$ cat config.mk
export PLATFORM = sky130hd
export DESIGN_NAME = scan_sector_min_range_core
export DESIGN_NICKNAME = d
export VERILOG_FILES = /design/src/hw/rtl/ssmr_pkg.sv /design/src/hw/rtl/scan_sector_min_range_core.sv /design/src/hw/rtl/ssmr_accum.sv
export SDC_FILE = /design/constraint.sdc
export NUM_CORES = 1
export LEC_CHECK = 0
export BUFFER_PORTS_ARGS = -buffer_cell sky130_fd_sc_hd__buf_2
export CAP_MARGIN = 15
export CORE_ASPECT_RATIO = 2
export CORE_MARGIN = 1.5
export CORE_UTILIZATION = 45
export DETAILED_ROUTE_END_ITERATION = 8
export PLACE_DENSITY = 0.68
export SLEW_MARGIN = 10
export SYNTH_ARGS = -nofsm -noshare
export SYNTH_HDL_FRONTEND = slang
export SYNTH_SLANG_ARGS = --single-unit
$ cat constraint.sdc
create_clock -name clk -period 6.9 [get_ports clk]
set_input_delay 0 -clock clk [delete_from_list [all_inputs] [get_ports clk]]
set_output_delay 0 -clock clk [all_outputs]
set_load 0.02 [all_outputs]
$ cat src/hw/rtl/ssmr_pkg.sv
// shared types and constants for the front-sector minimum range block
// no dependencies; imported by every other file of the block
`default_nettype none

package ssmr_pkg;

  localparam int RANGE_W  = 16;
  localparam int CFG_W    = 16;
  localparam int VCOUNT_W = 13;
  localparam int CFG_IDX_W = 3;

  // register indexes on the configuration port
  localparam logic [CFG_IDX_W-1:0] REG_SECTOR_CENTER     = 3'd0;
  localparam logic [CFG_IDX_W-1:0] REG_SECTOR_HALF_WIDTH = 3'd1;
  localparam logic [CFG_IDX_W-1:0] REG_FIRST_ANGLE       = 3'd2;
  localparam logic [CFG_IDX_W-1:0] REG_ANGLE_STEP        = 3'd3;
  localparam logic [CFG_IDX_W-1:0] REG_RANGE_FLOOR       = 3'd4;
  localparam logic [CFG_IDX_W-1:0] REG_RANGE_CEILING     = 3'd5;
  localparam logic [CFG_IDX_W-1:0] REG_STOP_DISTANCE     = 3'd6;

  // register reset values
  localparam logic [CFG_W-1:0] RST_SECTOR_CENTER     = 16'd32768;
  localparam logic [CFG_W-1:0] RST_SECTOR_HALF_WIDTH = 16'd2731;
  localparam logic [CFG_W-1:0] RST_FIRST_ANGLE       = 16'd0;
  localparam logic [CFG_W-1:0] RST_ANGLE_STEP        = 16'd182;
  localparam logic [CFG_W-1:0] RST_RANGE_FLOOR       = 16'd150;
  localparam logic [CFG_W-1:0] RST_RANGE_CEILING     = 16'd12000;
  localparam logic [CFG_W-1:0] RST_STOP_DISTANCE     = 16'd600;

  // sample kinds; any other code is skipped
  localparam logic [1:0] KIND_FINITE  = 2'd0;
  localparam logic [1:0] KIND_POS_INF = 2'd1;

  localparam logic [RANGE_W-1:0] RANGE_ALL_ONES = '1;

  typedef struct packed {
    logic [RANGE_W-1:0] sample_range_mm;
    logic [1:0]         sample_kind;
    logic               last_sample;
  } ssmr_in_t;

  typedef struct packed {
    logic [RANGE_W-1:0]  min_range_mm;
    logic                min_is_infinite;
    logic [VCOUNT_W-1:0] valid_count;
    logic                sector_empty;
    logic                obstacle;
    logic                metadata_invalid;
  } ssmr_out_t;

  typedef struct packed {
    logic [CFG_W-1:0] sector_center;
    logic [CFG_W-1:0] sector_half_width;
    logic [CFG_W-1:0] first_angle;
    logic [CFG_W-1:0] angle_step;
    logic [CFG_W-1:0] range_floor_mm;
    logic [CFG_W-1:0] range_ceiling_mm;
    logic [CFG_W-1:0] stop_distance_mm;
  } ssmr_cfg_t;

endpackage

`default_nettype wire

$ cat src/hw/rtl/scan_sector_min_range_core.sv
// top level of the front-sector minimum range block: config registers,
// input register, accumulator and result register; depends on ssmr_pkg, ssmr_accum
`default_nettype none

//  channel | ports                          | moves
//  --------+--------------------------------+-----------------------------------
//  in      | in_valid, in_stall, in_data    | one range sample request per cycle unless stalled
//  out     | out_valid, out_stall, out_data | one summary per sweep (last sample)
//  cfg     | cfg_we, cfg_index, cfg_wdata   | register write, no wait, no read
//
//  one sample request per cycle sustained unless a last sample waits on the output;
//  a sample is held in the input register, and a last sample gives its summary
//  in the result register once that register is free, which raises out_valid.
//  the accumulator loop (angle add, sector compare, min compare, count) is a
//  single combinational path from the accumulator registers back to themselves.
//  reset is synchronous; it clears the sweep state and restores register defaults.
//  in_stall rises only while a last sample waits for a stalled result register.

module scan_sector_min_range_core import ssmr_pkg::*; #(
  parameter int MAX_SAMPLES = 4096,
  parameter int ANGLE_BITS  = 16
) (
  input  wire logic                 clk,
  input  wire logic                 rst_n,
  input  wire logic                 in_valid,
  output logic                      in_stall,
  input  wire ssmr_in_t             in_data,
  output logic                      out_valid,
  input  wire logic                 out_stall,
  output ssmr_out_t                 out_data,
  input  wire logic                 cfg_we,
  input  wire logic [CFG_IDX_W-1:0] cfg_index,
  input  wire logic [CFG_W-1:0]     cfg_wdata
);

  ssmr_cfg_t cfg_r, cfg_nxt;

  // input register
  logic      s1_valid_r, s1_valid_nxt;
  ssmr_in_t  s1_data_r;
  logic      s1_adv, in_take, out_free;

  // result register
  logic      out_valid_r, out_valid_nxt;
  ssmr_out_t out_data_r;
  ssmr_out_t sweep_res;

  // ---------------- configuration registers ----------------
  always_comb begin
    cfg_nxt = cfg_r;
    if (cfg_we) begin
      case (cfg_index)
        REG_SECTOR_CENTER:     cfg_nxt.sector_center     = cfg_wdata;
        REG_SECTOR_HALF_WIDTH: cfg_nxt.sector_half_width = cfg_wdata;
        REG_FIRST_ANGLE:       cfg_nxt.first_angle       = cfg_wdata;
        REG_ANGLE_STEP:        cfg_nxt.angle_step        = cfg_wdata;
        REG_RANGE_FLOOR:       cfg_nxt.range_floor_mm    = cfg_wdata;
        REG_RANGE_CEILING:     cfg_nxt.range_ceiling_mm  = cfg_wdata;
        REG_STOP_DISTANCE:     cfg_nxt.stop_distance_mm  = cfg_wdata;
        default:               cfg_nxt = cfg_r;  // unknown index ignored
      endcase
    end
  end

  always_ff @(posedge clk) begin
    if (!rst_n) begin
      cfg_r.sector_center     <= RST_SECTOR_CENTER;
      cfg_r.sector_half_width <= RST_SECTOR_HALF_WIDTH;
      cfg_r.first_angle       <= RST_FIRST_ANGLE;
      cfg_r.angle_step        <= RST_ANGLE_STEP;
      cfg_r.range_floor_mm    <= RST_RANGE_FLOOR;
      cfg_r.range_ceiling_mm  <= RST_RANGE_CEILING;
      cfg_r.stop_distance_mm  <= RST_STOP_DISTANCE;
    end else begin
      cfg_r <= cfg_nxt;
    end
  end

  // ---------------- flow control ----------------
  // result register can take a new summary when empty or being drained
  assign out_free = !out_valid_r || !out_stall;
  // a held sample moves on unless it is a last sample blocked at the output
  assign s1_adv   = s1_valid_r && (!s1_data_r.last_sample || out_free);
  assign in_stall = s1_valid_r && !s1_adv;
  assign in_take  = in_valid && !in_stall;

  assign s1_valid_nxt = in_take ? 1'b1 : (s1_adv ? 1'b0 : s1_valid_r);

  always_comb begin
    out_valid_nxt = out_valid_r;
    if (s1_adv && s1_data_r.last_sample) begin
      out_valid_nxt = 1'b1;
    end else if (!out_stall) begin
      out_valid_nxt = 1'b0;
    end
  end

  always_ff @(posedge clk) begin
    if (!rst_n) begin
      s1_valid_r  <= 1'b0;
      out_valid_r <= 1'b0;
    end else begin
      s1_valid_r  <= s1_valid_nxt;
      out_valid_r <= out_valid_nxt;
    end
  end

  // payload registers, no reset
  always_ff @(posedge clk) begin
    if (in_take) begin
      s1_data_r <= in_data;
    end
    if (s1_adv && s1_data_r.last_sample) begin
      out_data_r <= sweep_res;
    end
  end

  // ---------------- sweep accumulator ----------------
  ssmr_accum #(
    .MAX_SAMPLES (MAX_SAMPLES),
    .ANGLE_BITS  (ANGLE_BITS)
  ) u_accum (
    .clk    (clk),
    .rst_n  (rst_n),
    .step   (s1_adv),
    .item   (s1_data_r),
    .cfg    (cfg_r),
    .result (sweep_res)
  );

  assign out_valid = out_valid_r;
  assign out_data  = out_data_r;

endmodule

`default_nettype wire

$ cat src/hw/rtl/ssmr_accum.sv
// per-sweep accumulator: beam angle, sector test, running minimum and count
// depends on ssmr_pkg
`default_nettype none

module ssmr_accum import ssmr_pkg::*; #(
  parameter int MAX_SAMPLES = 4096,
  parameter int ANGLE_BITS  = 16
) (
  input  wire logic      clk,
  input  wire logic      rst_n,
  input  wire logic      step,
  input  wire ssmr_in_t  item,
  input  wire ssmr_cfg_t cfg,
  output ssmr_out_t      result
);

  localparam int CNT_W   = $clog2(MAX_SAMPLES + 1);
  localparam int CFG_EXT = (ANGLE_BITS > CFG_W) ? ANGLE_BITS : CFG_W;
  localparam int VC_EXT  = (CNT_W > VCOUNT_W) ? CNT_W : VCOUNT_W;
  localparam logic [CNT_W-1:0] CNT_MAX = CNT_W'(MAX_SAMPLES);

  logic                  mid_sweep_r, mid_sweep_nxt;
  logic [ANGLE_BITS-1:0] beam_r, beam_nxt;
  logic [RANGE_W-1:0]    min_r, min_nxt;
  logic                  unset_r, unset_nxt;
  logic [CNT_W-1:0]      cnt_r, cnt_nxt;

  logic [CFG_EXT-1:0]    center_ext, first_ext, step_ext, hw_ext, mag_ext;
  logic [ANGLE_BITS-1:0] center_a, first_a, step_a;
  logic [ANGLE_BITS-1:0] beam_cur, ang_diff, mag;
  logic                  in_sec, range_ok, is_valid, set_min, bad_meta;
  logic [RANGE_W-1:0]    upd_min;
  logic                  upd_unset;
  logic [CNT_W-1:0]      upd_cnt;
  logic [VC_EXT-1:0]     vc_ext;

  // angle registers are taken modulo one turn of ANGLE_BITS
  assign center_ext = CFG_EXT'(cfg.sector_center);
  assign first_ext  = CFG_EXT'(cfg.first_angle);
  assign step_ext   = CFG_EXT'(cfg.angle_step);
  assign hw_ext     = CFG_EXT'(cfg.sector_half_width);
  assign center_a   = center_ext[ANGLE_BITS-1:0];
  assign first_a    = first_ext[ANGLE_BITS-1:0];
  assign step_a     = step_ext[ANGLE_BITS-1:0];

  assign beam_cur = mid_sweep_r ? beam_r : first_a;
  // signed wrap of the angle difference, then its magnitude
  assign ang_diff = beam_cur - center_a;
  assign mag      = ang_diff[ANGLE_BITS-1] ? (ANGLE_BITS'(0) - ang_diff) : ang_diff;
  assign mag_ext  = CFG_EXT'(mag);
  assign in_sec   = (mag_ext <= hw_ext);

  assign range_ok = (item.sample_kind == KIND_FINITE) &&
                    (item.sample_range_mm >= cfg.range_floor_mm) &&
                    (item.sample_range_mm <= cfg.range_ceiling_mm);
  assign is_valid = in_sec && (range_ok || (item.sample_kind == KIND_POS_INF));
  assign set_min  = in_sec && range_ok &&
                    (unset_r || (item.sample_range_mm < min_r));

  assign upd_min   = set_min ? item.sample_range_mm : min_r;
  assign upd_unset = unset_r && !(in_sec && range_ok);
  assign upd_cnt   = (is_valid && (cnt_r < CNT_MAX)) ? (cnt_r + 1'b1) : cnt_r;

  assign bad_meta = (step_a == '0) ||
                    (cfg.range_ceiling_mm <= cfg.range_floor_mm);
  assign vc_ext   = VC_EXT'(upd_cnt);

  always_comb begin
    if (bad_meta) begin
      result.min_range_mm     = '0;
      result.min_is_infinite  = 1'b1;
      result.valid_count      = '0;
      result.sector_empty     = 1'b1;
      result.obstacle         = 1'b0;
      result.metadata_invalid = 1'b1;
    end else begin
      result.min_range_mm     = upd_unset ? '0 : upd_min;
      result.min_is_infinite  = upd_unset;
      result.valid_count      = vc_ext[VCOUNT_W-1:0];
      result.sector_empty     = (upd_cnt == '0);
      result.obstacle         = !upd_unset && (upd_min <= cfg.stop_distance_mm);
      result.metadata_invalid = 1'b0;
    end
  end

  always_comb begin
    mid_sweep_nxt = mid_sweep_r;
    beam_nxt      = beam_r;
    min_nxt       = min_r;
    unset_nxt     = unset_r;
    cnt_nxt       = cnt_r;
    if (step) begin
      if (item.last_sample) begin
        // sweep closes, start the next one clean
        mid_sweep_nxt = 1'b0;
        beam_nxt      = '0;
        min_nxt       = RANGE_ALL_ONES;
        unset_nxt     = 1'b1;
        cnt_nxt       = '0;
      end else begin
        mid_sweep_nxt = 1'b1;
        beam_nxt      = beam_cur + step_a;
        min_nxt       = upd_min;
        unset_nxt     = upd_unset;
        cnt_nxt       = upd_cnt;
      end
    end
  end

  always_ff @(posedge clk) begin
    if (!rst_n) begin
      mid_sweep_r <= 1'b0;
      beam_r      <= '0;
      min_r       <= RANGE_ALL_ONES;
      unset_r     <= 1'b1;
      cnt_r       <= '0;
    end else begin
      mid_sweep_r <= mid_sweep_nxt;
      beam_r      <= beam_nxt;
      min_r       <= min_nxt;
      unset_r     <= unset_nxt;
      cnt_r       <= cnt_nxt;
    end
  end

endmodule

`default_nettype wire

======== Word level (Yosys, flattened, before mapping) ========
Index checks and enable logic that the tools add are counted.
cells by class
  add/subtract/negate cells ............... 4
  magnitude comparators ................... 7
  equal/unequal tests ..................... 8
  mux-type cells .......................... 14
  reductions and logical operators ........ 37
operators with widths
  operator                 number
  $mux W16                 5
  $le A16 B16 Y1           4
  $mux W13                 2
  $add A16 B16 Y16         1
  $ge A16 B16 Y1           1
  $logic_not A16 Y1        1
  $lt A16 B16 Y1           1
  $sub A1 B16 Y16 const A  1
  $sub A16 B16 Y16         1
  $reduce_and A2 Y1        7
  $add A13 B1 Y13 const B  1
  $logic_not A13 Y1        1
  $lt A13 B13 Y1 const B   1
  $logic_and A1 B1 Y1      12
  $eq A3 B3 Y1 const B     3
  $logic_not A1 Y1         7
  $mux W1                  7
  $eq A3 B2 Y1 const B     2
  $logic_or A1 B1 Y1       5
  $eq A3 B1 Y1 const B     1
  $logic_not A3 Y1         1
  $eq A2 B1 Y1 const B     1
  $logic_not A2 Y1         1
  $ne A2 B1 Y1 const B     1
  other kinds (2)          2
storage, ports and cells
  bits in registers ....................... 213
  output and inout port bits .............. 35
  word-level logic and storage cells ...... 93

======== Logic depth before layout (Yosys ltp) ========
Gate-level depths: netlist of the first run.
  word-level depth ........................ 10
  gate-level depth with buffers ........... 33
  mapped depth without buffers ............ 30

======== Cells and area by module ========
From an unflattened synthesis of the first run, not the netlist that was laid out.
unflattened totals
  cells, all modules ...................... 1358
  area, all modules ....................... 12901.1 um^2
by module, submodules not included
  module                      times used  cells an instance  area an instance (um^2)  sequential area each (um^2)
  ssmr_accum                  1           889                6993.0                   940.9
  scan_sector_min_range_core  1           469                5908.2                   3843.7

======== Worst setup path after synthesis of the first run ========
No wires, ideal clock.
  path type ............................... flip-flop to flip-flop
  start point ............................. register u_accum.mid_sweep_r
  end point ............................... register out_data_r (netlist bit out_data[1]) (data pin)
  setup time .............................. 0.146 ns
  data arrival time ....................... 7.454 ns
  required time ........................... 6.754 ns
  setup slack ............................. -0.700 ns
  cell stages (with the launch flop) ...... 30
  period minus slack after synthesis ...... 7.600 ns
  path through ............................ dfxtp_1 clkbuf_1 buf_1 mux2i_1 inv_1 ha_1 nand2b_1 a21oi_1 o311ai_0 a211o_1 nand3_1 a2111o_1 nand3_1 clkbuf_1 a21oi_1 xnor2_1 ha_1 a41o_1 a21oi_1 o221ai_1 o31a_1 or4_4 a211oi_4 buf_6 mux2_2 ha_1 nand4_1 or2_2 or4_1 a21oi_1
between the ends
  word-level cells in the longest chain between the ends .. 10
  elaborated cells on any way between the ends .. 13
  classes of those cells .................. add/sub (2); order compare (2); mux (3); reduce/logical (6)
RTL lines
  element                             line                               source
  start: declaration                  ssmr_accum.sv:22                   logic mid_sweep_r, mid_sweep_nxt;
  start signal: assignment            ssmr_accum.sv:118                  mid_sweep_r <= mid_sweep_nxt;
  $mux W16 *                          ssmr_accum.sv:46                   assign beam_cur = mid_sweep_r ? beam_r : first_a;
  $sub A16 B16 Y16 *                  ssmr_accum.sv:48                   assign ang_diff = beam_cur - center_a;
  $sub A1 B16 Y16                     ssmr_accum.sv:49                   assign mag = ang_diff[ANGLE_BITS-1] ? (ANGLE_BITS'(0) - ang_diff) : ang_diff;
  $mux W16 *                          ssmr_accum.sv:49
  $le A16 B16 Y1 *                    ssmr_accum.sv:51                   assign in_sec = (mag_ext <= hw_ext);
  $logic_and A1 B1 Y1 * (2 in a row)  ssmr_accum.sv:57                   assign set_min = in_sec && range_ok &&
  $mux W16 *                          ssmr_accum.sv:60                   assign upd_min = set_min ? item.sample_range_mm : min_r;
  net u_accum.upd_min[13]             ssmr_accum.sv:32                   logic [RANGE_W-1:0] upd_min;
  $le A16 B16 Y1 *                    ssmr_accum.sv:81                   result.obstacle = !upd_unset && (upd_min <= cfg.stop_distance_mm);
  $logic_and A1 B1 Y1 *               ssmr_accum.sv:81
  end signal: assignment              scan_sector_min_range_core.sv:114  out_data_r <= sweep_res;
  end: declaration                    scan_sector_min_range_core.sv:45   ssmr_out_t out_data_r;
Mark *: on every way through the listed nets, which the timed path passes. The rest lies on a longest branch.
A chain may end at the register's enable or synchronous reset.

======== Worst setup path in the final report of the first run ========
Same ends and word-level chain as after synthesis.

==> results of run 1 <==
==> cell usage in the layout (no fill, tap or decap), types with 5 or more instances in the layout <==
master | netlist | final
sky130_fd_sc_hd__a21boi_0 | 93 | 93
sky130_fd_sc_hd__a21o_1 | 31 | 31
sky130_fd_sc_hd__nor2b_1 | 34 | 32
sky130_fd_sc_hd__edfxtp_1 | 52 | 52
sky130_fd_sc_hd__and3_1 | 8 | 8
sky130_fd_sc_hd__xnor2_1 | 26 | 25
sky130_fd_sc_hd__or2_2 | 7 | 6
sky130_fd_sc_hd__a22oi_1 | 10 | 10
sky130_fd_sc_hd__clkbuf_16 | 0 | 21
sky130_fd_sc_hd__nor3_1 | 16 | 14
sky130_fd_sc_hd__clkbuf_1 | 49 | 9
sky130_fd_sc_hd__inv_1 | 102 | 102
sky130_fd_sc_hd__nand3b_1 | 7 | 7
sky130_fd_sc_hd__a21oi_1 | 53 | 48
sky130_fd_sc_hd__ha_4 | 0 | 13
sky130_fd_sc_hd__nand3_1 | 37 | 35
sky130_fd_sc_hd__buf_6 | 1 | 6
sky130_fd_sc_hd__and2_1 | 8 | 8
sky130_fd_sc_hd__buf_2 | 1 | 76
sky130_fd_sc_hd__dlygate4sd3_1 | 0 | 41
sky130_fd_sc_hd__mux2_4 | 0 | 10
sky130_fd_sc_hd__mux2_2 | 28 | 18
sky130_fd_sc_hd__buf_4 | 1 | 74
sky130_fd_sc_hd__a21oi_2 | 0 | 5
sky130_fd_sc_hd__nand4_1 | 21 | 21
sky130_fd_sc_hd__o21a_1 | 9 | 9
sky130_fd_sc_hd__nand2_1 | 238 | 238
sky130_fd_sc_hd__ha_1 | 128 | 115
sky130_fd_sc_hd__o211ai_1 | 26 | 26
sky130_fd_sc_hd__and2b_1 | 9 | 9
sky130_fd_sc_hd__nor4_1 | 13 | 12
sky130_fd_sc_hd__nor2_1 | 55 | 54
sky130_fd_sc_hd__or3_1 | 5 | 5
sky130_fd_sc_hd__o21ai_0 | 25 | 23
sky130_fd_sc_hd__xor2_1 | 25 | 23
sky130_fd_sc_hd__dfxtp_1 | 161 | 160
sky130_fd_sc_hd__o22a_1 | 16 | 16
sky130_fd_sc_hd__nand2b_1 | 14 | 14
==> tightest hold or removal path, delay by kind of cell <==
kind,cells,cell delay [ps]
compound gates,1,160
buf+inv,1,180
simple gates,1,140
==> flip-flops by register name (all words and copies together) (netlist names), 13 cells and up <==
signal / flops
cfg_r: 112
out_data: 33
s1_data_r: 19
u_accum.min_r: 16
u_accum.beam_r: 16
u_accum.cnt_r: 13
==> worst min-delay path by stage <==
stage / startpoint / cells after the start / endpoint / slack, ps
finish: cfg_index[1] / 3 / cfg_r[39] / 6
global route: cfg_index[1] / 4 / cfg_r[42] / 40
CTS: cfg_index[1] / 4 / cfg_r[40] / 40
detailed placement: in_data[3] / 1 / s1_data_r[3] / 180
global placement: in_data[2] / 1 / s1_data_r[2] / 180
floorplan: in_data[0] / 0 / s1_data_r[0] / 100
==> layout make-up <==
class / count / area (µm²) / area share (%)
timing repair buffer: 201 / 1500 / 9.87
clock buffer: 36 / 627 / 4.14
antenna: 1 / 2.50 / 0.0165
multi-input combinational: 1014 / 7410 / 48.9
inverter: 102 / 383 / 2.53
sequential: 213 / 4790 / 31.6
tap: 348 / 435 / 2.87
clock inverter: 2 / 13.8 / 0.0908
==> kinds of logic (layout without fill, tap and decap cells) <==
| family | count (synthesis) | in the layout | share of synthesized area [%] |
|---|---|---|---|
| other | 0 | 1 | 0 |
| XOR/XNOR | 51 | 51 | 3.60 |
| flip-flops | 213 | 213 | 38.6 |
| adder cells (fa/ha/maj) | 130 | 130 | 13.2 |
| multiplexers | 34 | 34 | 3.03 |
| AND/OR/NAND/NOR | 485 | 485 | 18.5 |
| buffers and inverters | 155 | 341 | 4.79 |
| AO/OA/AOI/OAI | 314 | 314 | 18.3 |
==> routing by layer <==
metal	vias to the layer above	track usage, %
met5	-	0
met4	2	17.0
met3	122	2.57
met2	253	50.3
met1	5117	24.9
li1	5191	-
==> cells in the mapped netlist (3+ instances only) <==
cell / number
sky130_fd_sc_hd__or4_1: 3
sky130_fd_sc_hd__a22oi_1: 10
sky130_fd_sc_hd__nor4_1: 13
sky130_fd_sc_hd__a21o_1: 31
sky130_fd_sc_hd__inv_1: 102
sky130_fd_sc_hd__o211ai_1: 26
sky130_fd_sc_hd__nand3b_1: 7
sky130_fd_sc_hd__mux2i_1: 6
sky130_fd_sc_hd__nor3_1: 16
sky130_fd_sc_hd__and2_1: 8
sky130_fd_sc_hd__a211o_1: 3
sky130_fd_sc_hd__o311ai_0: 3
sky130_fd_sc_hd__xnor2_1: 26
sky130_fd_sc_hd__a41o_1: 3
sky130_fd_sc_hd__nand2_1: 238
sky130_fd_sc_hd__nor2_1: 55
sky130_fd_sc_hd__a21oi_1: 53
sky130_fd_sc_hd__o22a_1: 16
sky130_fd_sc_hd__xor2_1: 25
sky130_fd_sc_hd__o21ai_0: 25
sky130_fd_sc_hd__ha_1: 128
sky130_fd_sc_hd__nor4b_1: 3
sky130_fd_sc_hd__dfxtp_1: 161
sky130_fd_sc_hd__nand3_1: 37
sky130_fd_sc_hd__a31oi_1: 4
sky130_fd_sc_hd__o31a_1: 3
sky130_fd_sc_hd__nand4_1: 21
sky130_fd_sc_hd__and3_1: 8
sky130_fd_sc_hd__o21a_1: 9
sky130_fd_sc_hd__nand2b_1: 14
sky130_fd_sc_hd__or3_1: 5
sky130_fd_sc_hd__mux2_2: 28
sky130_fd_sc_hd__a2111oi_0: 4
sky130_fd_sc_hd__a211oi_1: 5
sky130_fd_sc_hd__o31ai_1: 4
sky130_fd_sc_hd__a21boi_0: 93
sky130_fd_sc_hd__and2b_1: 9
sky130_fd_sc_hd__nor2b_1: 34
sky130_fd_sc_hd__edfxtp_1: 52
sky130_fd_sc_hd__or2_2: 7
sky130_fd_sc_hd__clkbuf_1: 49
==> timing repair <==
| item | 4_1_cts | 5_1_grt |
|---|---|---|
| pin swaps | 18 | 25 |
| endpoints found under the setup margin | 1 | 1 |
| hold buffers | 41 | 0 |
| endpoints found under the hold margin | 150 | 0 |
| buffers inserted | 12 | 2 |
| resized for setup | 40 | 26 |
==> power by group through the flow <==
stage               Combinational, µW  Clock [µW]  Sequential [µW]
finish                            756        1110             1340
global route                      821        1180             1340
CTS                               708        1130             1340
detailed placement                653           0             1370
global placement                  632           0             1370
floorplan                         411           0             1360
==> per-stage QoR <==
step	util [%]	instance area (µm²)	hold WS (ps)	TNS, ps
2_1_floorplan	-	12400	98.9	0
3_3_place_gp	50.2	13600	177	-42.3
3_5_place_dp	50.2	13600	178	-185
4_1_cts	55.3	14900	43.0	-41.8
5_1_grt	56.1	15200	36.2	-231
6_report	56.1	15200	6.10	0
==> reports/metrics.yaml, run 1 <==
critical_path:
  crit_required_ps: 7270
  startpoint_class_of_the_critical_path: "flop"
  critPathBufInv: 10
  crit_top_cell: "sky130_fd_sc_hd__buf_4"
  timing.reg2reg.setup_slack_ps: 20
  critical_path_peak_fanout: 6
  crit_slowest_cell: "sky130_fd_sc_hd__or4_4"
  rr_worst_depth: 30
  timing.rr.end: "out_data[1]"
  cp.depth: 30
  timing.rr.start: "u_accum.mid_sweep_r"
  worst_setup_path_end_kind: "flop"
  startpoint_of_the_most_critical_setup_path: "u_accum.mid_sweep_r"
  setup.worst_path.end: "out_data[1]"
  cp_top_family: "simple AND/OR/NAND/NOR gates"
  arrival_time_worst_endpoint_ps: 7250
  crit_path_max_incr_delay_ps: 510
  critPathKind: "flop to flop"
drt:
  post_drt_wl_per_cell_um: 19.2
  antenna_left: 0
  drcViolationCount: 0
  vias: 10700
  m1WireLength_um: 12700
  postRouteWirelength_um: 36800
  highest_layer: "met5"
  detailed_routed_wire_length_on_met3_um: 1100
  route.met2.wl_um: 20500
  detailedRoute.firstIterationViolations: 534
  detail_route.vias_per_cell: 5.57
  detailedRoute.firstPassIterationCount: 4
layout:
  final_layout_size_suffix_gt1_share_pct: 17.4
  nFillCells: 2443
  syn2layout_area_growth_pct: 22.2
  design.final.nets: 1726
  stdcell_count: 1917
pwr:
  power_uw: 3200
  switching_share_pct: 28.5
  seqPwrFrac_pct: 41.9
  ir_drop_mv: 0.167
  power_density_nw_per_um2: 211
  combPwrFrac_pct: 23.6
  internal_power_uw: 2290
  static-leakage-power_uw: 0.00634
  netSwitchingPower_uw: 915
  share_clk_of_total_power_pct: 34.5
clock_tree:
  cts-buffers-inserted: 21
  cts_htree_levels: 1
  cts_root_buf: "sky130_fd_sc_hd__clkbuf_16"
  clkSinkCount: 213
  cts_max_path_buffers: 3
  clk_transition_reported_paths_ps: 70
  insertion_delay_ps: 530
  cts_tree: "built"
yosys:
  dominantRegCellSynth: "sky130_fd_sc_hd__dfxtp_1"
  post-synth-top-area-cell: "sky130_fd_sc_hd__dfxtp_1"
  ys_top_cells_by_area: "sky130_fd_sc_hd__dfxtp_1 26%, sky130_fd_sc_hd__ha_1 13%, sky130_fd_sc_hd__edfxtp_1 13%, sky130_fd_sc_hd__nand2_1 7.2%, sky130_fd_sc_hd__a21boi_0 5.6%"
  synth.cell_area_um2: 12400
  post_synth_inst_count: 1382
  net_count_after_synthesis: 1555
  async_flop_share_pct: 0
  synth-edff-count: 52
  yosysUniqueCellTypes: 68
  ys_ff_latch: 213
  synth-warning-count: 0
  synthDominantCellAreaShare_pct: 26.0
  ys_seq_area_share_pct: 38.6
  syn_avg_cell_area_um2: 8.97
timing:
  worst_slew_pin_slew_ps: 956
  final_period_minus_worst_setup_slack_ps: 6880
  grt_setup_unrepaired: "yes"
  slew_viol_final: 0
  max_freq_mhz: 145
  timing.final.crit_share_pct: 99.7
  finalHoldViolCount: 0
  finClkSkew_ps: 18.2
  fin_ws_ps: 19.3
  report.final.setup_viol: 0
  timing.slew.headroom_pct: 36.3
floorplanning:
  die_x_um: 120
  floorplan.die.height_um: 238
  pin_count: 78
  start_util_pct: 45.9
  core-area_um2: 27000
  placementRows: 85
  dieArea_um2: 28600
hold_path:
  tightest_hold_check_type: "primary input to flop"
run_status:
  outcome: "finished clean"
grt:
  overflow: 0
  grt_antenna_before_repair: 2
  grt_use_total_pct: 25.8
  grt_pass1_vias: 10900
  largest_net_degree_at_the_start_of_global_routing: 100
  grt_pass1_wl_um: 57400
run:
  maxCapViolations: 0
placement:
  detailedPlacementHpwl_um: 27300
  io_buffer_count: 77
  gp_congestion: 0.941
  place.detailed.instances: 1821
  dp_slack_ps: -185
Note: power is estimated with default switching activity, not from simulation.
==> run 2: changes to the inputs <==
--- a/config.mk
+++ b/config.mk
@@ -7,11 +7,10 @@
 export LEC_CHECK = 0
 export BUFFER_PORTS_ARGS = -buffer_cell sky130_fd_sc_hd__buf_2
 export CAP_MARGIN = 15
-export CORE_ASPECT_RATIO = 2
 export CORE_MARGIN = 1.5
 export CORE_UTILIZATION = 45
 export DETAILED_ROUTE_END_ITERATION = 8
-export PLACE_DENSITY = 0.68
+export PLACE_DENSITY = 0.66
 export SLEW_MARGIN = 10
 export SYNTH_ARGS = -nofsm -noshare
 export SYNTH_HDL_FRONTEND = slang
==> constraint.sdc (replaced) <==
create_clock -name clk -period 7.35 [get_ports clk]
set_input_delay 0 -clock clk [delete_from_list [all_inputs] [get_ports clk]]
set_output_delay 0 -clock clk [all_outputs]
set_load 0.02 [all_outputs]
==> run 2 against run 1 <==
Against the previous run: power shrank 5.6%; largest cell class unchanged; sequential power is 6% lower; maximum frequency is 3.9% lower; critical path type unchanged.
==> reports/metrics.yaml, run 2 (same netlist as run 1, synthesis figures left out) <==
run_status:
  outcome: "finished clean"
timing:
  slew_viol_final: 0  # unchanged
  timing.slew.headroom_pct: 37.8  # +1.5 points
  report.final.setup_viol: 0  # unchanged
  finClkSkew_ps: 29.8  # +11.6 ps
  fin_ws_ps: 191  # +172 ps
  worst_slew_pin_slew_ps: 933  # -22.4 ps
  timing.final.crit_share_pct: 97.4  # -2.3 points
  timing.hold.ws_ps: 92.9  # +86.8 ps
  final_period_minus_worst_setup_slack_ps: 7160  # +278 ps
  finalHoldViolCount: 0  # unchanged
  max_freq_mhz: 140  # -3.9%
floorplanning:
  die_x_um: 169  # +40%
  start_util_pct: 45.9  # about the same
  core-area_um2: 27000  # about the same
  dieArea_um2: 28600  # -0.21%
  floorplan.die.height_um: 169  # -29%
  pin_count: 78  # unchanged
  placementRows: 60  # -29%
placement:
  place.detailed.instances: 1768  # -2.9%
  io_buffer_count: 77  # unchanged
  gp_congestion: 0.878  # -6.7%
  dp_slack_ps: 77.5  # +262 ps
  detailedPlacementHpwl_um: 23400  # -14%
layout:
  design.final.nets: 1682  # -2.5%
  stdcell_count: 1868  # -2.6%
  final_util_pct: 54.6  # -1.5 points
  most_common_cell_after_layout_fill_and_taps_aside: "sky130_fd_sc_hd__nand2_1"
  nFillCells: 2461  # +0.74%
  syn2layout_area_growth_pct: 19.1
  flip_flop_count_of_the_largest_register_after_layout: 112  # unchanged
  register_ranked_first_by_flip_flop_count: "cfg_r"
  layout.cells.most_common_list: "238 x sky130_fd_sc_hd__nand2_1, 160 x sky130_fd_sc_hd__dfxtp_1, 117 x sky130_fd_sc_hd__ha_1"
  final_layout_size_suffix_gt1_share_pct: 14.7  # -2.7 points
  antenna_cells_inserted: 0  # -1
critical_path:
  timing.rr.end: "out_data[1]"
  rr_worst_depth: 28  # -6.7%
  arrival_time_worst_endpoint_ps: 7530  # +280 ps
  crit_required_ps: 7720  # +450 ps
  crit_slowest_cell: "sky130_fd_sc_hd__or4_4"
  timing.reg2reg.setup_slack_ps: 190  # +170 ps
  crit_top_cell: "sky130_fd_sc_hd__o31a_1"
  startpoint_class_of_the_critical_path: "flop"
  worst_setup_path_end_kind: "flop"
  timing.rr.start: "u_accum.mid_sweep_r"
  critical_path_peak_fanout: 10  # +4
  crit_path_max_incr_delay_ps: 580  # +70 ps
  critPathKind: "flop to flop"
pwr:
  combPwrFrac_pct: 19.9  # -3.7 points
  share_clk_of_total_power_pct: 38.4  # +3.9 points
  power_density_nw_per_um2: 205  # -3.1%
  seqPwrFrac_pct: 41.6  # -0.3 points
  netSwitchingPower_uw: 854  # -6.7%
  ir_drop_mv: 0.198  # +18%
  internal_power_uw: 2170  # -5.1%
  switching_share_pct: 28.2  # -0.33 points
  static-leakage-power_uw: 0.00611  # -3.7%
  power_uw: 3030  # -5.6%
grt:
  grt_antenna_before_repair: 0  # -2
  grt_pass1_wl_um: 51900  # -9.6%
  overflow: 0  # unchanged
  grt_use_total_pct: 23.0  # -2.9 points
  grt_pass1_vias: 9581  # -12%
  largest_net_degree_at_the_start_of_global_routing: 100  # unchanged
clock_tree:
  cts_htree_levels: 1  # unchanged
  cts_max_path_buffers: 3  # unchanged
  clk_transition_reported_paths_ps: 70  # about the same
  cts_tree: "built"
  clkSinkCount: 213  # unchanged
  insertion_delay_ps: 540  # about the same
  cts_root_buf: "sky130_fd_sc_hd__clkbuf_16"
  cts-buffers-inserted: 24  # +14%
drt:
  detail_route.vias_per_cell: 5.53  # -0.86%
  post_drt_wl_per_cell_um: 17.8  # -7.0%
  drcViolationCount: 0  # unchanged
  postRouteWirelength_um: 33300  # -9.4%
  vias: 10300  # -3.4%
  detailedRoute.firstIterationViolations: 660  # +24%
  antenna_left: 0  # unchanged
  detailedRoute.firstPassIterationCount: 5  # +1
run:
  maxCapViolations: 0  # unchanged
hold_path:
  holdPathEnd: "cfg_r[38]"
  tightest_hold_check_type: "primary input to flop"
  worstHoldStart: "cfg_index[1]"
  hold_depth: 5  # +2
run 2: how the worst max path moves through the flow:
stage / start / to / slack [ps]
2_1_floorplan: u_accum.mid_sweep_r / out_data[1] / 50
3_3_place_gp: u_accum.mid_sweep_r / out_data[1] / 260
3_5_place_dp: u_accum.mid_sweep_r / out_data[1] / 80
4_1_cts: u_accum.mid_sweep_r / out_data[1] / 6
5_1_grt: u_accum.mid_sweep_r / out_data[1] / -20
6_report: u_accum.mid_sweep_r / out_data[1] / 190
run 2: routing by layer:
metal	part of all wire (%)	wire [µm]	up-vias	GRT usage [%]
met2	44	14600	263	35.6
met3	5.8	1950	36	2.71
li1	-	-	5113	-
met1	49	16300	4910	34.2
met5	0	0	-	0
met4	1.6	524	0	4.69
run 2: critical path, delay by kind of cell, from the launching register on:
kind,cells,cell delay [ps]
adders and majority gates,4,980
DFF,1,370
AOI/OAI and AO/OA,11,2540
buffers and inverters,3,410
and+or+nand+nor,6,1610
muxes,2,650
xor gates and xnor gates,2,430
run 2: per-stage QoR:
| stage | TNS, ps | area (µm²) |
|---|---|---|
| after global routing | -16.2 | 14800 |
| after floorplan | 0 | 12400 |
| after detailed placement | 0 | 13200 |
| after global placement | 0 | 13200 |
| final | 0 | 14800 |
| after CTS | 0 | 14400 |
run 2: repair_timing:
item                                   CTS  global route
setup endpoints to repair                0             1
buffers inserted                         0            13
hold buffers                            43             0
endpoints found under the hold margin  143             0
resized for setup                        0            47
run 2: final cells by class:
type	count	area, µm²	area share [%]
multi-input combinational	1014	7310	49.5
sequential	213	4790	32.4
timing repair buffer	154	1100	7.46
clock buffer	32	662	4.48
tap	341	427	2.89
inverter	102	383	2.59
clock inverter	12	93.8	0.635
run 2: power by group through the flow:
stage	Combinational (µW)	Sequential [µW]	Clock, µW
finish	603	1260	1160
floorplan	381	1280	0
detailed placement	534	1280	0
CTS	555	1260	1180
global route	665	1260	1230
global placement	525	1280	0
==> run 3: changes to the inputs <==
--- a/config.mk
+++ b/config.mk
@@ -10,6 +10,7 @@
 export CORE_MARGIN = 1.5
 export CORE_UTILIZATION = 45
 export DETAILED_ROUTE_END_ITERATION = 8
+export GPL_TIMING_DRIVEN = 0
 export PLACE_DENSITY = 0.66
 export SLEW_MARGIN = 10
 export SYNTH_ARGS = -nofsm -noshare
==> run 3 against run 2 <==
Against the previous run: die area unchanged; wire length increased by 5.1%; sequential cell count stayed put; maximum frequency grew 0.12%; design area increased by 3.6%.
==> reports/metrics.yaml, run 3 (same netlist as run 1, synthesis figures left out) <==
clock_tree:
  cts_tree: "built"
  clkSinkCount: 213  # unchanged
  insertion_delay_ps: 530  # about the same
  cts_htree_levels: 1  # unchanged
  cts-buffers-inserted: 24  # unchanged
  cts_max_path_buffers: 3  # unchanged
  cts_root_buf: "sky130_fd_sc_hd__clkbuf_16"
  clk_transition_reported_paths_ps: 60  # about the same
critical_path:
  crit_slowest_cell: "sky130_fd_sc_hd__or4_4"
  critPathKind: "flop to flop"
  crit_required_ps: 7730  # about the same
  crit_path_max_incr_delay_ps: 480  # -100 ps
  startpoint_class_of_the_critical_path: "flop"
  arrival_time_worst_endpoint_ps: 7530  # about the same
  crit_top_cell: "sky130_fd_sc_hd__buf_4"
  critical_path_peak_fanout: 4  # -6
  worst_setup_path_end_kind: "flop"
layout:
  design.final.nets: 1735  # +3.2%
  final_layout_size_suffix_gt1_share_pct: 15.7  # +1.0 points
  register_ranked_first_by_flip_flop_count: "cfg_r"
  flip_flop_count_of_the_largest_register_after_layout: 112  # unchanged
  most_common_cell_after_layout_fill_and_taps_aside: "sky130_fd_sc_hd__nand2_1"
  syn2layout_area_growth_pct: 23.3
  stdcell_area_um2: 15300  # +3.6%
  antenna_cells_inserted: 0  # unchanged
  nFillCells: 2440  # -0.85%
  final_util_pct: 56.6  # +2.0 points
  layout.cells.most_common_list: "238 x sky130_fd_sc_hd__nand2_1, 160 x sky130_fd_sc_hd__dfxtp_1, 113 x sky130_fd_sc_hd__ha_1"
run_status:
  outcome: "finished clean"
floorplanning:
  die_x_um: 169  # unchanged
  core-area_um2: 27000  # unchanged
  dieArea_um2: 28600  # unchanged
  placementRows: 60  # unchanged
  pin_count: 78  # unchanged
  floorplan.die.height_um: 169  # unchanged
  start_util_pct: 45.9  # unchanged
timing:
  slew_viol_final: 0  # unchanged
  timing.final.crit_share_pct: 97.3  # -0.12 points
  final_period_minus_worst_setup_slack_ps: 7150  # -8.61 ps
  timing.setup.tns_ps: 0  # unchanged
  max_freq_mhz: 140  # +0.12%
  finalHoldViolCount: 0  # unchanged
  worst_slew_pin_slew_ps: 1060  # +128 ps
  finClkSkew_ps: 11.8  # -17.9 ps
  fin_ws_ps: 200  # +8.61 ps
  timing.slew.headroom_pct: 29.1  # -8.7 points
  report.final.setup_viol: 0  # unchanged
grt:
  grt_use_total_pct: 24.3  # +1.3 points
  grt_pass1_vias: 10100  # +5.5%
  overflow: 0  # unchanged
  grt_antenna_before_repair: 0  # unchanged
  largest_net_degree_at_the_start_of_global_routing: 34  # -66%
  grt_pass1_wl_um: 54400  # +4.9%
placement:
  gp_congestion: 0.880  # +0.30%
  placed_cell_area_um2: 13200  # +0.38%
  dp_slack_ps: -1540  # -1620 ps
  detailedPlacementHpwl_um: 25000  # +7.0%
  io_buffer_count: 77  # unchanged
hold_path:
  tightest_hold_check_type: "primary input to flop"
drt:
  detailedRoute.firstPassIterationCount: 5  # unchanged
  post_drt_wl_per_cell_um: 18.3  # +2.3%
  postRouteWirelength_um: 35000  # +5.1%
  vias: 10700  # +3.7%
  detail_route.vias_per_cell: 5.58  # +0.94%
  antenna_left: 0  # unchanged
  drcViolationCount: 0  # unchanged
  detailedRoute.firstIterationViolations: 762  # +15%
pwr:
  combPwrFrac_pct: 21.0  # +1.1 points
  power_density_nw_per_um2: 209  # +2.0%
  share_clk_of_total_power_pct: 39.7  # +1.3 points
  ir_drop_mv: 0.176  # -11%
  seqPwrFrac_pct: 39.3  # -2.3 points
  netSwitchingPower_uw: 884  # +3.6%
  static-leakage-power_uw: 0.00631  # +3.3%
  internal_power_uw: 2310  # +6.5%
  switching_share_pct: 27.6  # -0.57 points
run:
  maxCapViolations: 0  # unchanged
-- run 3: through the flow --
stage | cells | hold slack [ps] | power [µW]
finish | 1920 | 175 | 3200
global route | 1920 | 182 | 3320
CTS | 1908 | 169 | 3150
detailed placement | 1801 | 178 | 1820
global placement | 1800 | 177 | 1800
floorplan | 1382 | 98.9 | 1660
-- run 3: path summary, 6_finish.rpt --
path / start / endpoint / slack (ps) / depth (start not counted)
worst max-delay path: u_accum.mid_sweep_r / out_data[1] / 200 / 34
worst min-delay path: in_data[3] / s1_data_r[3] / 170 / 2
worst max register to register: u_accum.mid_sweep_r / out_data[1] / 200 / 34
worst min register to register: cfg_r[93] / cfg_r[93] / 460 / 2
-- run 3: layout make-up --
cell class	instances	area (µm²)	area share, %
plain buffers	52	235	1.54
clock buffers	36	718	4.69
clock inverters	7	110	0.720
inverters	102	383	2.50
multi-input cells	1014	7490	49.0
flip-flops and latches	213	4790	31.3
well taps	341	427	2.79
repair buffers	155	1140	7.48
-- run 3: per-layer routing --
| metal | global-route usage, % | up-vias | routed length [µm] |
|---|---|---|---|
| met5 | 0 | - | 0 |
| li1 | - | 5244 | - |
| met1 | 34.1 | 5108 | 16400 |
| met4 | 7.23 | 0 | 993 |
| met2 | 39.2 | 296 | 15800 |
| met3 | 3.02 | 61 | 1870 |
-- run 3: what timing repair did --
action,CTS,global route
resized for setup,54,38
buffers inserted,21,12
hold endpoints to repair,144,0
pin swaps,23,36
setup endpoints to repair,50,1
gates cloned,0,0
hold buffers,44,0
-- run 3: power by group through the flow --
stage / Combinational [µW] / Sequential [µW] / Clock (µW)
3_5_place_dp: 536 / 1280 / 0
2_1_floorplan: 381 / 1280 / 0
4_1_cts: 611 / 1260 / 1280
6_report: 671 / 1260 / 1270
5_1_grt: 734 / 1260 / 1320
3_3_place_gp: 521 / 1280 / 0
-- run 3: critical path, delay by kind of cell, from the launching register on --
kind,cells,cell delay (ps)
buffers and inverters,7,970
flip-flops,1,380
adder cells (fa/ha/maj),4,980
AO/OA/AOI/OAI,14,2800
multiplexers,2,630
AND/OR/NAND/NOR,5,880
XOR/XNOR,2,330
